==> config.mk <==
export PLATFORM = sky130hd
export DESIGN_NAME = led_toggle_dim_ramp_controller_flat
export DESIGN_NICKNAME = d
export VERILOG_FILES = /design/src/sv/ltdr_pkg.sv /design/src/sv/ltdr_in_if.sv /design/src/sv/ltdr_out_if.sv /design/src/sv/ltdr_cfg_regs.sv /design/src/sv/ltdr_step.sv /design/src/sv/led_toggle_dim_ramp_controller.sv /design/src/flat_wrapper.sv
export SDC_FILE = /design/constraint.sdc
export NUM_CORES = 1
export LEC_CHECK = 0
export BUFFER_PORTS_ARGS = -buffer_cell sky130_fd_sc_hd__buf_2
export CAP_MARGIN = 30
export CORE_UTILIZATION = 51
export DETAILED_ROUTE_END_ITERATION = 12
export GPL_TIMING_DRIVEN = 0
export PLACE_DENSITY = 0.78
export SKIP_LAST_GASP = 1
export SLEW_MARGIN = 5
export SYNTH_ARGS = -nofsm -noshare
export SYNTH_HDL_FRONTEND = slang
export SYNTH_SLANG_ARGS = --single-unit
==> constraint.sdc <==
create_clock -name clk_i -period 6.8 [get_ports clk_i]
set_clock_uncertainty 0.1 [all_clocks]
set_input_delay 1.36 -clock clk_i [delete_from_list [all_inputs] [get_ports clk_i]]
set_output_delay 1.36 -clock clk_i [all_outputs]
set_load 0.005 [all_outputs]
==> src/sv/ltdr_pkg.sv <==
// Shared types and constants for the LED toggle / dim ramp controller.
// No dependencies; every other file refers to it by scoped names.
package ltdr_pkg;

  // Q1.15 duty where this value is full scale
  localparam logic [15:0] DUTY_ONE = 16'd32768;

  // classified input
  localparam logic [1:0] IN_OFF = 2'd0;
  localparam logic [1:0] IN_ON  = 2'd1;
  localparam logic [1:0] IN_DIM = 2'd2;

  // light state
  localparam logic [1:0] LS_OFF  = 2'd0;
  localparam logic [1:0] LS_ON   = 2'd1;
  localparam logic [1:0] LS_UP   = 2'd2;
  localparam logic [1:0] LS_DOWN = 2'd3;

  // sensor pulse classes
  localparam logic [1:0] PC_HIDDEN = 2'd0;
  localparam logic [1:0] PC_SHORT  = 2'd1;
  localparam logic [1:0] PC_LONG   = 2'd2;

  // configuration register file
  localparam int unsigned CFG_ADDR_W = 5;
  localparam int unsigned CFG_DATA_W = 32;
  localparam logic [2:0] REG_PASS_MODE     = 3'd0;
  localparam logic [2:0] REG_INPUT_MAPPING = 3'd1;
  localparam logic [2:0] REG_STEP_UP       = 3'd2;
  localparam logic [2:0] REG_STEP_DOWN     = 3'd3;
  localparam logic [2:0] REG_DUTY_FLOOR    = 3'd4;
  localparam logic [2:0] REG_SAVE_INTERVAL = 3'd5;

  localparam logic [15:0] STEP_UP_RST       = 16'd33;
  localparam logic [15:0] STEP_DOWN_RST     = 16'd33;
  localparam logic [15:0] DUTY_FLOOR_RST    = 16'd2294;
  localparam logic [15:0] SAVE_INTERVAL_RST = 16'd30000;

  typedef struct packed {
    logic        pass_mode;
    logic        input_mapping;
    logic [15:0] step_up;
    logic [15:0] step_down;
    logic [15:0] duty_floor;
    logic [15:0] save_interval;
  } cfg_t;

  typedef struct packed {
    logic [1:0]  prev_input;
    logic [1:0]  light;
    logic [15:0] duty;
    logic [15:0] tick;
  } state_t;

  typedef struct packed {
    logic [1:0]  pulse_class;
    logic [15:0] current_duty;
  } in_item_t;

  typedef struct packed {
    logic [1:0]  light_state;
    logic [15:0] duty_level;
    logic        save_request;
    logic [1:0]  mapped_input;
  } out_item_t;

endpackage

==> src/sv/ltdr_in_if.sv <==
// Input channel: one tick item per beat, valid/ready handshake.
// Depends on ltdr_pkg for the payload type.
interface ltdr_in_if;
  logic               valid;
  logic               ready;
  ltdr_pkg::in_item_t payload;

  modport source (output valid, output payload, input ready);
  modport sink   (input valid, input payload, output ready);
endinterface

==> src/sv/ltdr_out_if.sv <==
// Result channel: one result per beat, valid/ready handshake.
// Depends on ltdr_pkg for the payload type.
interface ltdr_out_if;
  logic                valid;
  logic                ready;
  ltdr_pkg::out_item_t payload;

  modport source (output valid, output payload, input ready);
  modport sink   (input valid, input payload, output ready);
endinterface

==> src/sv/ltdr_cfg_regs.sv <==
// APB-style configuration register file, one register per 32-bit word.
// Depends on ltdr_pkg for register indexes, reset values and cfg_t.
module ltdr_cfg_regs (
  input  logic                                 clk_i,
  input  logic                                 rst_ni,
  input  logic                                 psel,
  input  logic                                 penable,
  input  logic                                 pwrite,
  input  logic [ltdr_pkg::CFG_ADDR_W-1:0]      paddr,
  input  logic [ltdr_pkg::CFG_DATA_W-1:0]      pwdata,
  output logic [ltdr_pkg::CFG_DATA_W-1:0]      prdata,
  output logic                                 pready,
  output ltdr_pkg::cfg_t                       cfg_o
);

  ltdr_pkg::cfg_t cfg_q;
  logic [2:0]     reg_idx;
  logic           wr_en;

  assign reg_idx = paddr[ltdr_pkg::CFG_ADDR_W-1:2];
  assign wr_en   = psel & penable & pwrite;
  assign pready  = 1'b1;
  assign cfg_o   = cfg_q;

  always_ff @(posedge clk_i or negedge rst_ni) begin
    if (!rst_ni) begin
      cfg_q.pass_mode     <= 1'b0;
      cfg_q.input_mapping <= 1'b0;
      cfg_q.step_up       <= ltdr_pkg::STEP_UP_RST;
      cfg_q.step_down     <= ltdr_pkg::STEP_DOWN_RST;
      cfg_q.duty_floor    <= ltdr_pkg::DUTY_FLOOR_RST;
      cfg_q.save_interval <= ltdr_pkg::SAVE_INTERVAL_RST;
    end else if (wr_en) begin
      unique case (reg_idx)
        ltdr_pkg::REG_PASS_MODE:     cfg_q.pass_mode     <= pwdata[0];
        ltdr_pkg::REG_INPUT_MAPPING: cfg_q.input_mapping <= pwdata[0];
        ltdr_pkg::REG_STEP_UP:       cfg_q.step_up       <= pwdata[15:0];
        ltdr_pkg::REG_STEP_DOWN:     cfg_q.step_down     <= pwdata[15:0];
        ltdr_pkg::REG_DUTY_FLOOR:    cfg_q.duty_floor    <= pwdata[15:0];
        ltdr_pkg::REG_SAVE_INTERVAL: cfg_q.save_interval <= pwdata[15:0];
        default: ;
      endcase
    end
  end

  always_comb begin
    unique case (reg_idx)
      ltdr_pkg::REG_PASS_MODE:     prdata = {31'd0, cfg_q.pass_mode};
      ltdr_pkg::REG_INPUT_MAPPING: prdata = {31'd0, cfg_q.input_mapping};
      ltdr_pkg::REG_STEP_UP:       prdata = {16'd0, cfg_q.step_up};
      ltdr_pkg::REG_STEP_DOWN:     prdata = {16'd0, cfg_q.step_down};
      ltdr_pkg::REG_DUTY_FLOOR:    prdata = {16'd0, cfg_q.duty_floor};
      ltdr_pkg::REG_SAVE_INTERVAL: prdata = {16'd0, cfg_q.save_interval};
      default:                     prdata = '0;
    endcase
  end

endmodule

==> src/sv/ltdr_step.sv <==
// Next-state and result logic for one tick: classify, toggle / ramp, save timer.
// Depends on ltdr_pkg for codes and the cfg_t, state_t and item types.
module ltdr_step (
  input  ltdr_pkg::cfg_t      cfg_i,
  input  ltdr_pkg::state_t    state_i,
  input  ltdr_pkg::in_item_t  item_i,
  output ltdr_pkg::state_t    state_o,
  output ltdr_pkg::out_item_t result_o
);

  always_comb begin
    logic [15:0] cur;
    logic [1:0]  now;
    logic [1:0]  light;
    logic [15:0] duty;
    logic [16:0] up_sum;
    logic [16:0] down_lim;
    logic [15:0] tick_inc;
    logic        save;

    cur = (item_i.current_duty > ltdr_pkg::DUTY_ONE) ? ltdr_pkg::DUTY_ONE
                                                     : item_i.current_duty;

    if (!cfg_i.input_mapping) begin
      if (item_i.pulse_class == ltdr_pkg::PC_SHORT)     now = ltdr_pkg::IN_ON;
      else if (item_i.pulse_class == ltdr_pkg::PC_LONG) now = ltdr_pkg::IN_DIM;
      else                                              now = ltdr_pkg::IN_OFF;
    end else begin
      now = (item_i.pulse_class == ltdr_pkg::PC_HIDDEN) ? ltdr_pkg::IN_ON
                                                        : ltdr_pkg::IN_OFF;
    end

    light = state_i.light;
    duty  = state_i.duty;

    if (cfg_i.pass_mode) begin
      light = (now == ltdr_pkg::IN_OFF) ? ltdr_pkg::LS_ON : ltdr_pkg::LS_OFF;
    end else if (now == ltdr_pkg::IN_OFF && state_i.prev_input == ltdr_pkg::IN_ON) begin
      // falling edge of "on": off turns on, any non-off state (ramps too) turns off
      light = (light == ltdr_pkg::LS_OFF) ? ltdr_pkg::LS_ON : ltdr_pkg::LS_OFF;
    end else if (now == ltdr_pkg::IN_DIM) begin
      if (state_i.prev_input == ltdr_pkg::IN_ON) begin
        light = ltdr_pkg::LS_UP;
        duty  = (cur < cfg_i.duty_floor) ? cfg_i.duty_floor : cur;
      end
    end

    // ramp step applies in the same tick as ramp entry
    up_sum   = {1'b0, duty} + {1'b0, cfg_i.step_up};
    down_lim = {1'b0, cfg_i.duty_floor} + {1'b0, cfg_i.step_down};
    if (!cfg_i.pass_mode && now == ltdr_pkg::IN_DIM) begin
      if (light == ltdr_pkg::LS_UP) begin
        if (up_sum < {1'b0, ltdr_pkg::DUTY_ONE}) duty  = up_sum[15:0];
        else                                     light = ltdr_pkg::LS_DOWN;
      end else if (light == ltdr_pkg::LS_DOWN) begin
        if ({1'b0, duty} > down_lim) duty  = duty - cfg_i.step_down;
        else                         light = ltdr_pkg::LS_UP;
      end
    end

    tick_inc = state_i.tick + 16'd1;
    save     = (tick_inc > cfg_i.save_interval);

    state_o.prev_input = now;
    state_o.light      = light;
    state_o.duty       = duty;
    state_o.tick       = save ? 16'd0 : tick_inc;

    result_o.light_state  = light;
    result_o.duty_level   = duty;
    result_o.save_request = save;
    result_o.mapped_input = now;
  end

endmodule

==> src/sv/led_toggle_dim_ramp_controller.sv <==
// Top level of the LED toggle / dim ramp controller.
// Depends on ltdr_pkg, ltdr_in_if, ltdr_out_if, ltdr_cfg_regs and ltdr_step.
//
// Usage:
//   in_i  carries one tick per beat: pulse_class and the current PWM duty.
//   out_o returns exactly one result per tick, in order: light_state,
//         duty_level, save_request and mapped_input.
//   APB port (psel/penable/pwrite/paddr/pwdata/prdata/pready) holds the six
//         registers at byte addresses 0x00..0x14; pready is tied high.
//         Write registers only while no tick is in flight.
// Timing: a tick is captured in an input register and its result is
//   computed by the compare/add logic in ltdr_step into the output
//   register. One tick is accepted every cycle while out_o.ready stays
//   high; the next state from ltdr_step is registered with each result
//   and feeds the next tick directly.
// Stall: when out_o.ready is low the output register holds its result and
//   the input register may still take one more beat; in_i.ready drops only
//   when both are full.
// Reset: rst_ni (async, active low) empties both stages, sets the light off,
//   duty and tick count to zero and loads the register defaults.
module led_toggle_dim_ramp_controller (
  input  logic                                clk_i,
  input  logic                                rst_ni,
  ltdr_in_if.sink                             in_i,
  ltdr_out_if.source                          out_o,
  input  logic                                psel,
  input  logic                                penable,
  input  logic                                pwrite,
  input  logic [ltdr_pkg::CFG_ADDR_W-1:0]     paddr,
  input  logic [ltdr_pkg::CFG_DATA_W-1:0]     pwdata,
  output logic [ltdr_pkg::CFG_DATA_W-1:0]     prdata,
  output logic                                pready
);

  ltdr_pkg::cfg_t      cfg;
  ltdr_pkg::state_t    state_q, state_d;
  ltdr_pkg::in_item_t  s1_item_q;
  ltdr_pkg::out_item_t out_item_q, out_item_d;
  logic                s1_valid_q;
  logic                out_valid_q;
  logic                advance;
  logic                in_beat;

  ltdr_cfg_regs u_cfg_regs (
    .clk_i   (clk_i),
    .rst_ni  (rst_ni),
    .psel    (psel),
    .penable (penable),
    .pwrite  (pwrite),
    .paddr   (paddr),
    .pwdata  (pwdata),
    .prdata  (prdata),
    .pready  (pready),
    .cfg_o   (cfg)
  );

  ltdr_step u_step (
    .cfg_i    (cfg),
    .state_i  (state_q),
    .item_i   (s1_item_q),
    .state_o  (state_d),
    .result_o (out_item_d)
  );

  assign advance    = !out_valid_q || out_o.ready;
  assign in_i.ready = !s1_valid_q || advance;
  assign in_beat    = in_i.valid && in_i.ready;

  assign out_o.valid   = out_valid_q;
  assign out_o.payload = out_item_q;

  always_ff @(posedge clk_i or negedge rst_ni) begin
    if (!rst_ni) begin
      s1_valid_q  <= 1'b0;
      out_valid_q <= 1'b0;
      state_q     <= '{prev_input: ltdr_pkg::IN_OFF, light: ltdr_pkg::LS_OFF,
                       duty: 16'd0, tick: 16'd0};
    end else begin
      if (in_beat)      s1_valid_q <= 1'b1;
      else if (advance) s1_valid_q <= 1'b0;
      if (advance) out_valid_q <= s1_valid_q;
      if (advance && s1_valid_q) state_q <= state_d;
    end
  end

  // payload registers, no reset
  always_ff @(posedge clk_i) begin
    if (in_beat) s1_item_q <= in_i.payload;
    if (advance && s1_valid_q) out_item_q <= out_item_d;
  end

endmodule

==> src/flat_wrapper.sv <==
// flat-port wrapper written by rule: the top's interface ports become plain ports
module led_toggle_dim_ramp_controller_flat 
  (clk_i, rst_ni, psel, penable, pwrite, paddr, pwdata, prdata, pready, in_i_valid, in_i_payload, in_i_ready, out_o_valid, out_o_payload, out_o_ready);
  ltdr_in_if in_i_i ();
  ltdr_out_if out_o_i ();
  input  logic clk_i;
  input  logic rst_ni;
  input  logic psel;
  input  logic penable;
  input  logic pwrite;
  input  logic [ltdr_pkg::CFG_ADDR_W-1:0] paddr;
  input  logic [ltdr_pkg::CFG_DATA_W-1:0] pwdata;
  output logic [ltdr_pkg::CFG_DATA_W-1:0] prdata;
  output logic pready;
  input wire logic [$bits(in_i_i.valid)-1:0] in_i_valid;
  input wire logic [$bits(in_i_i.payload)-1:0] in_i_payload;
  output wire logic [$bits(in_i_i.ready)-1:0] in_i_ready;
  output wire logic [$bits(out_o_i.valid)-1:0] out_o_valid;
  output wire logic [$bits(out_o_i.payload)-1:0] out_o_payload;
  input wire logic [$bits(out_o_i.ready)-1:0] out_o_ready;
  assign in_i_i.valid = in_i_valid;
  assign in_i_i.payload = in_i_payload;
  assign in_i_ready = in_i_i.ready;
  assign out_o_valid = out_o_i.valid;
  assign out_o_payload = out_o_i.payload;
  assign out_o_i.ready = out_o_ready;
  led_toggle_dim_ramp_controller u_core (.clk_i(clk_i), .rst_ni(rst_ni), .in_i(in_i_i), .out_o(out_o_i), .psel(psel), .penable(penable), .pwrite(pwrite), .paddr(paddr), .pwdata(pwdata), .prdata(prdata), .pready(pready));
endmodule
==> out/metrics.yaml <==
status: "finished clean"
whs_ns: 0.387
period_minus_slack_ns: 6.57
worstHoldPathType: "flip-flop to flip-flop"
syn_area_per_cell_um2: 9.47
clk_latency_ns: 0.44
gp_congestion: 0.966
syn_inst: 1070
drt_iter0_drc: 769
synth-seq-cells: 143
fin_crit_sh: 0.966
crit_type: "flip-flop to flip-flop"
synth_top_area_frac: 0.212
die_y_um: 143
drv_cap: 0
drive_gt1_frac: 0.188
fin_util: 0.595
postRouteWirelength_um: 27500
synth.distinct_cells: 71
antenna_found_initial: 0
rsz0062_at_grt: "false"
dr.pass1.iters: 5
clockRootBuffer: "clkbuf_16"
ctsHoldBuffers: 0
cts_tree: "built"
cts_sinks: 143
fp.dieArea_mm2: 0.0204
drv_slew: 0
syn-cell-area_mm2: 0.0101
synth_top_cell_by_area: "dfrtp_1"
synth-main-ff-cell: "dfrtp_1"
overflow: 0
row_count: 51
numCtsBuffers: 17
worst_setup_path_end_kind: "flip-flop"
p_leak_uw: 0.00535
drc: 0
cp.arrival_ns: 6.80
post_drt_wl_per_cell_um: 18.8
ant_nets: 0
cp-start-kind: "flip-flop"
synth_edf_count: 39
core_mm2: 0.0195
die_x_um: 143
tightest_slew_ns: 0.861
synth_warnings: 0
powerDensity_mw_per_mm2: 379
via_count: 8591
finalSetupTns_ns: 0
num-nets-final: 1347
ir_drop_v: 0.000283
crit_path_max_fanout: 10
insertedDiodeCount: 0
pin_count: 118
synthTopCellsByArea: "dfrtp_1 (21%), ha_1 (12%), edfxtp_1 (12%), mux2_2 (5.4%), dfstp_2 (4.7%)"
async_reset_ff_frac: 0.727
clockBufferDepth: 2
relSlewSlack: 0.426
start_util: 0.521
dpl.hpwl_um: 21400
port_buffers: 80
area_growth_pct: 14.2
hold_viol_final: 0
htree_levels: 4
grt_max_degree: 60
grt_usage: 0.276
fmax_mhz: 152
grt_pass1_wl_um: 42400
worstPathRequired_ns: 7.03
ys_seq_area_frac: 0.375
clkSlewWorstSetupHoldPaths_ns: 0.06
routed_via_density: 5.86
grt_pass1_vias: 8035
setup_viol: 0
==> through the flow <==
step	cells	power [µW]	setup slack, ns	cell area (µm²)
final	1465	4390	0.228	11600
after global routing	1465	4670	0.0315	11600
after CTS	1463	4330	0.162	11500
after detailed placement	1431	3360	-0.209	11000
after global placement	1430	3310	-0.133	10900
after floorplan	1085	2820	1.66	10200
==> registers in the layout, indices dropped and copies added (netlist names) <==
signal and flops:
u_core.state_q 36, u_core.out_o.valid 1, u_core.out_o.payload 21, u_core.s1_valid_q 1, u_core.u_cfg_regs.cfg_o 66, u_core.s1_item_q 18
==> layout make-up <==
class / instances / area, µm²
fill: 1677 / 7890
tap: 265 / 332
buffer: 50 / 268
clock buffer: 17 / 425
sequential: 143 / 3800
clock inverter: 15 / 160
inverter: 69 / 259
multi-input combinational: 823 / 5890
timing repair buffer: 83 / 445
==> cells by family (layout without fill, tap and decap cells) <==
| logic type | after synthesis | in the layout | synth area share |
|---|---|---|---|
| compound gates | 268 | 268 | 0.168 |
| xor+xnor | 48 | 48 | 0.0415 |
| fa+ha+maj | 98 | 98 | 0.123 |
| buf+inv | 119 | 234 | 0.0519 |
| flops | 143 | 143 | 0.375 |
| mux | 94 | 94 | 0.0990 |
| other cells | 2 | 17 | 0.000741 |
| simple gates | 298 | 298 | 0.142 |
==> layer usage <==
layer / vias to the layer above / share of wire / track usage
li1: 4070 / - / -
met1: 4096 / 0.44 / 0.365
met4: 0 / 0.036 / 0.131
met3: 68 / 0.061 / 0.0355
met2: 357 / 0.47 / 0.450
met5: - / 0 / 0
==> cell usage in the layout (no fill, tap or decap), drive strengths merged, types with 13 or more instances in the layout <==
| cell type | Yosys | routed |
|---|---|---|
| a21o | 13 | 13 |
| a21oi | 61 | 61 |
| buf | 27 | 110 |
| clkbuf | 23 | 40 |
| conb | 2 | 17 |
| dfrtp | 86 | 86 |
| dfstp | 18 | 18 |
| edfxtp | 39 | 39 |
| ha | 95 | 95 |
| inv | 68 | 72 |
| mux2 | 50 | 50 |
| mux2i | 44 | 44 |
| nand2 | 112 | 112 |
| nand2b | 13 | 13 |
| nand3 | 20 | 20 |
| nor2 | 54 | 54 |
| nor2b | 24 | 24 |
| nor3 | 20 | 20 |
| o21a | 23 | 23 |
| o21ai | 86 | 86 |
| o22ai | 21 | 21 |
| xnor2 | 29 | 29 |
| xor2 | 19 | 19 |
==> repair_timing <==
action / 4_1_cts / 5_1_grt
buffers inserted: 0 / 2
gates resized for setup: 2 / 2
pin swaps: 0 / 2
setup endpoints to repair: 30 / 26
==> where the power goes <==
part | internal [µW] | switching [µW]
registers | 1110 | 165
logic | 933 | 1240
clock network | 543 | 399
==> cell usage after synthesis (18+ instances only) <==
| cell | instances |
|---|---|
| o21a_1 | 23 |
| nand2_1 | 111 |
| nor2b_1 | 24 |
| edfxtp_1 | 39 |
| nand3_1 | 20 |
| dfrtp_1 | 86 |
| o22ai_1 | 21 |
| clkbuf_1 | 23 |
| mux2_2 | 49 |
| dfstp_2 | 18 |
| ha_1 | 95 |
| nor3_1 | 20 |
| a21oi_1 | 60 |
| o21ai_0 | 79 |
| xor2_1 | 19 |
| xnor2_1 | 29 |
| buf_4 | 18 |
| inv_1 | 67 |
| mux2i_1 | 44 |
| nor2_1 | 54 |
==> worst max-delay path, cell delays in order (launching register included) <==
cell       delay (ns)
edfxtp_1         0.40
nor4_1           0.34
a41oi_1          0.29
nor2b_1          0.33
ha_1             0.32
a21oi_1          0.14
o21ai_0          0.09
a211oi_1         0.39
o21ai_2          0.20
buf_2            0.25
mux2i_1          0.33
mux2i_1          0.23
inv_1            0.11
ha_1             0.19
inv_1            0.07
fa_1             0.40
nor2b_1          0.22
o211a_1          0.21
o2111ai_1        0.14
a21oi_1          0.38
nor4_2           0.15
o21bai_4         0.26
nand2_1          0.27
o221a_2          0.37
mux2_2           0.26
==> path summary, 6_finish.rpt <==
check | start | end | slack (ns) | cells after the start
max | u_core.s1_item_q[0] | u_core.state_q[28] | 0.23 | 24
min | u_core.state_q[35] | u_core.state_q[35] | 0.39 | 2
max reg2reg | u_core.s1_item_q[0] | u_core.state_q[28] | 0.23 | 24
min reg2reg | u_core.state_q[35] | u_core.state_q[35] | 0.39 | 2
max in group asynchronous | rst_ni | u_core.u_cfg_regs.cfg_o[12] | 4.99 | 2
min in group asynchronous | rst_ni | u_core.state_q[4] | 0.82 | 1
No activity file was read; power rests on OpenSTA's default activity.
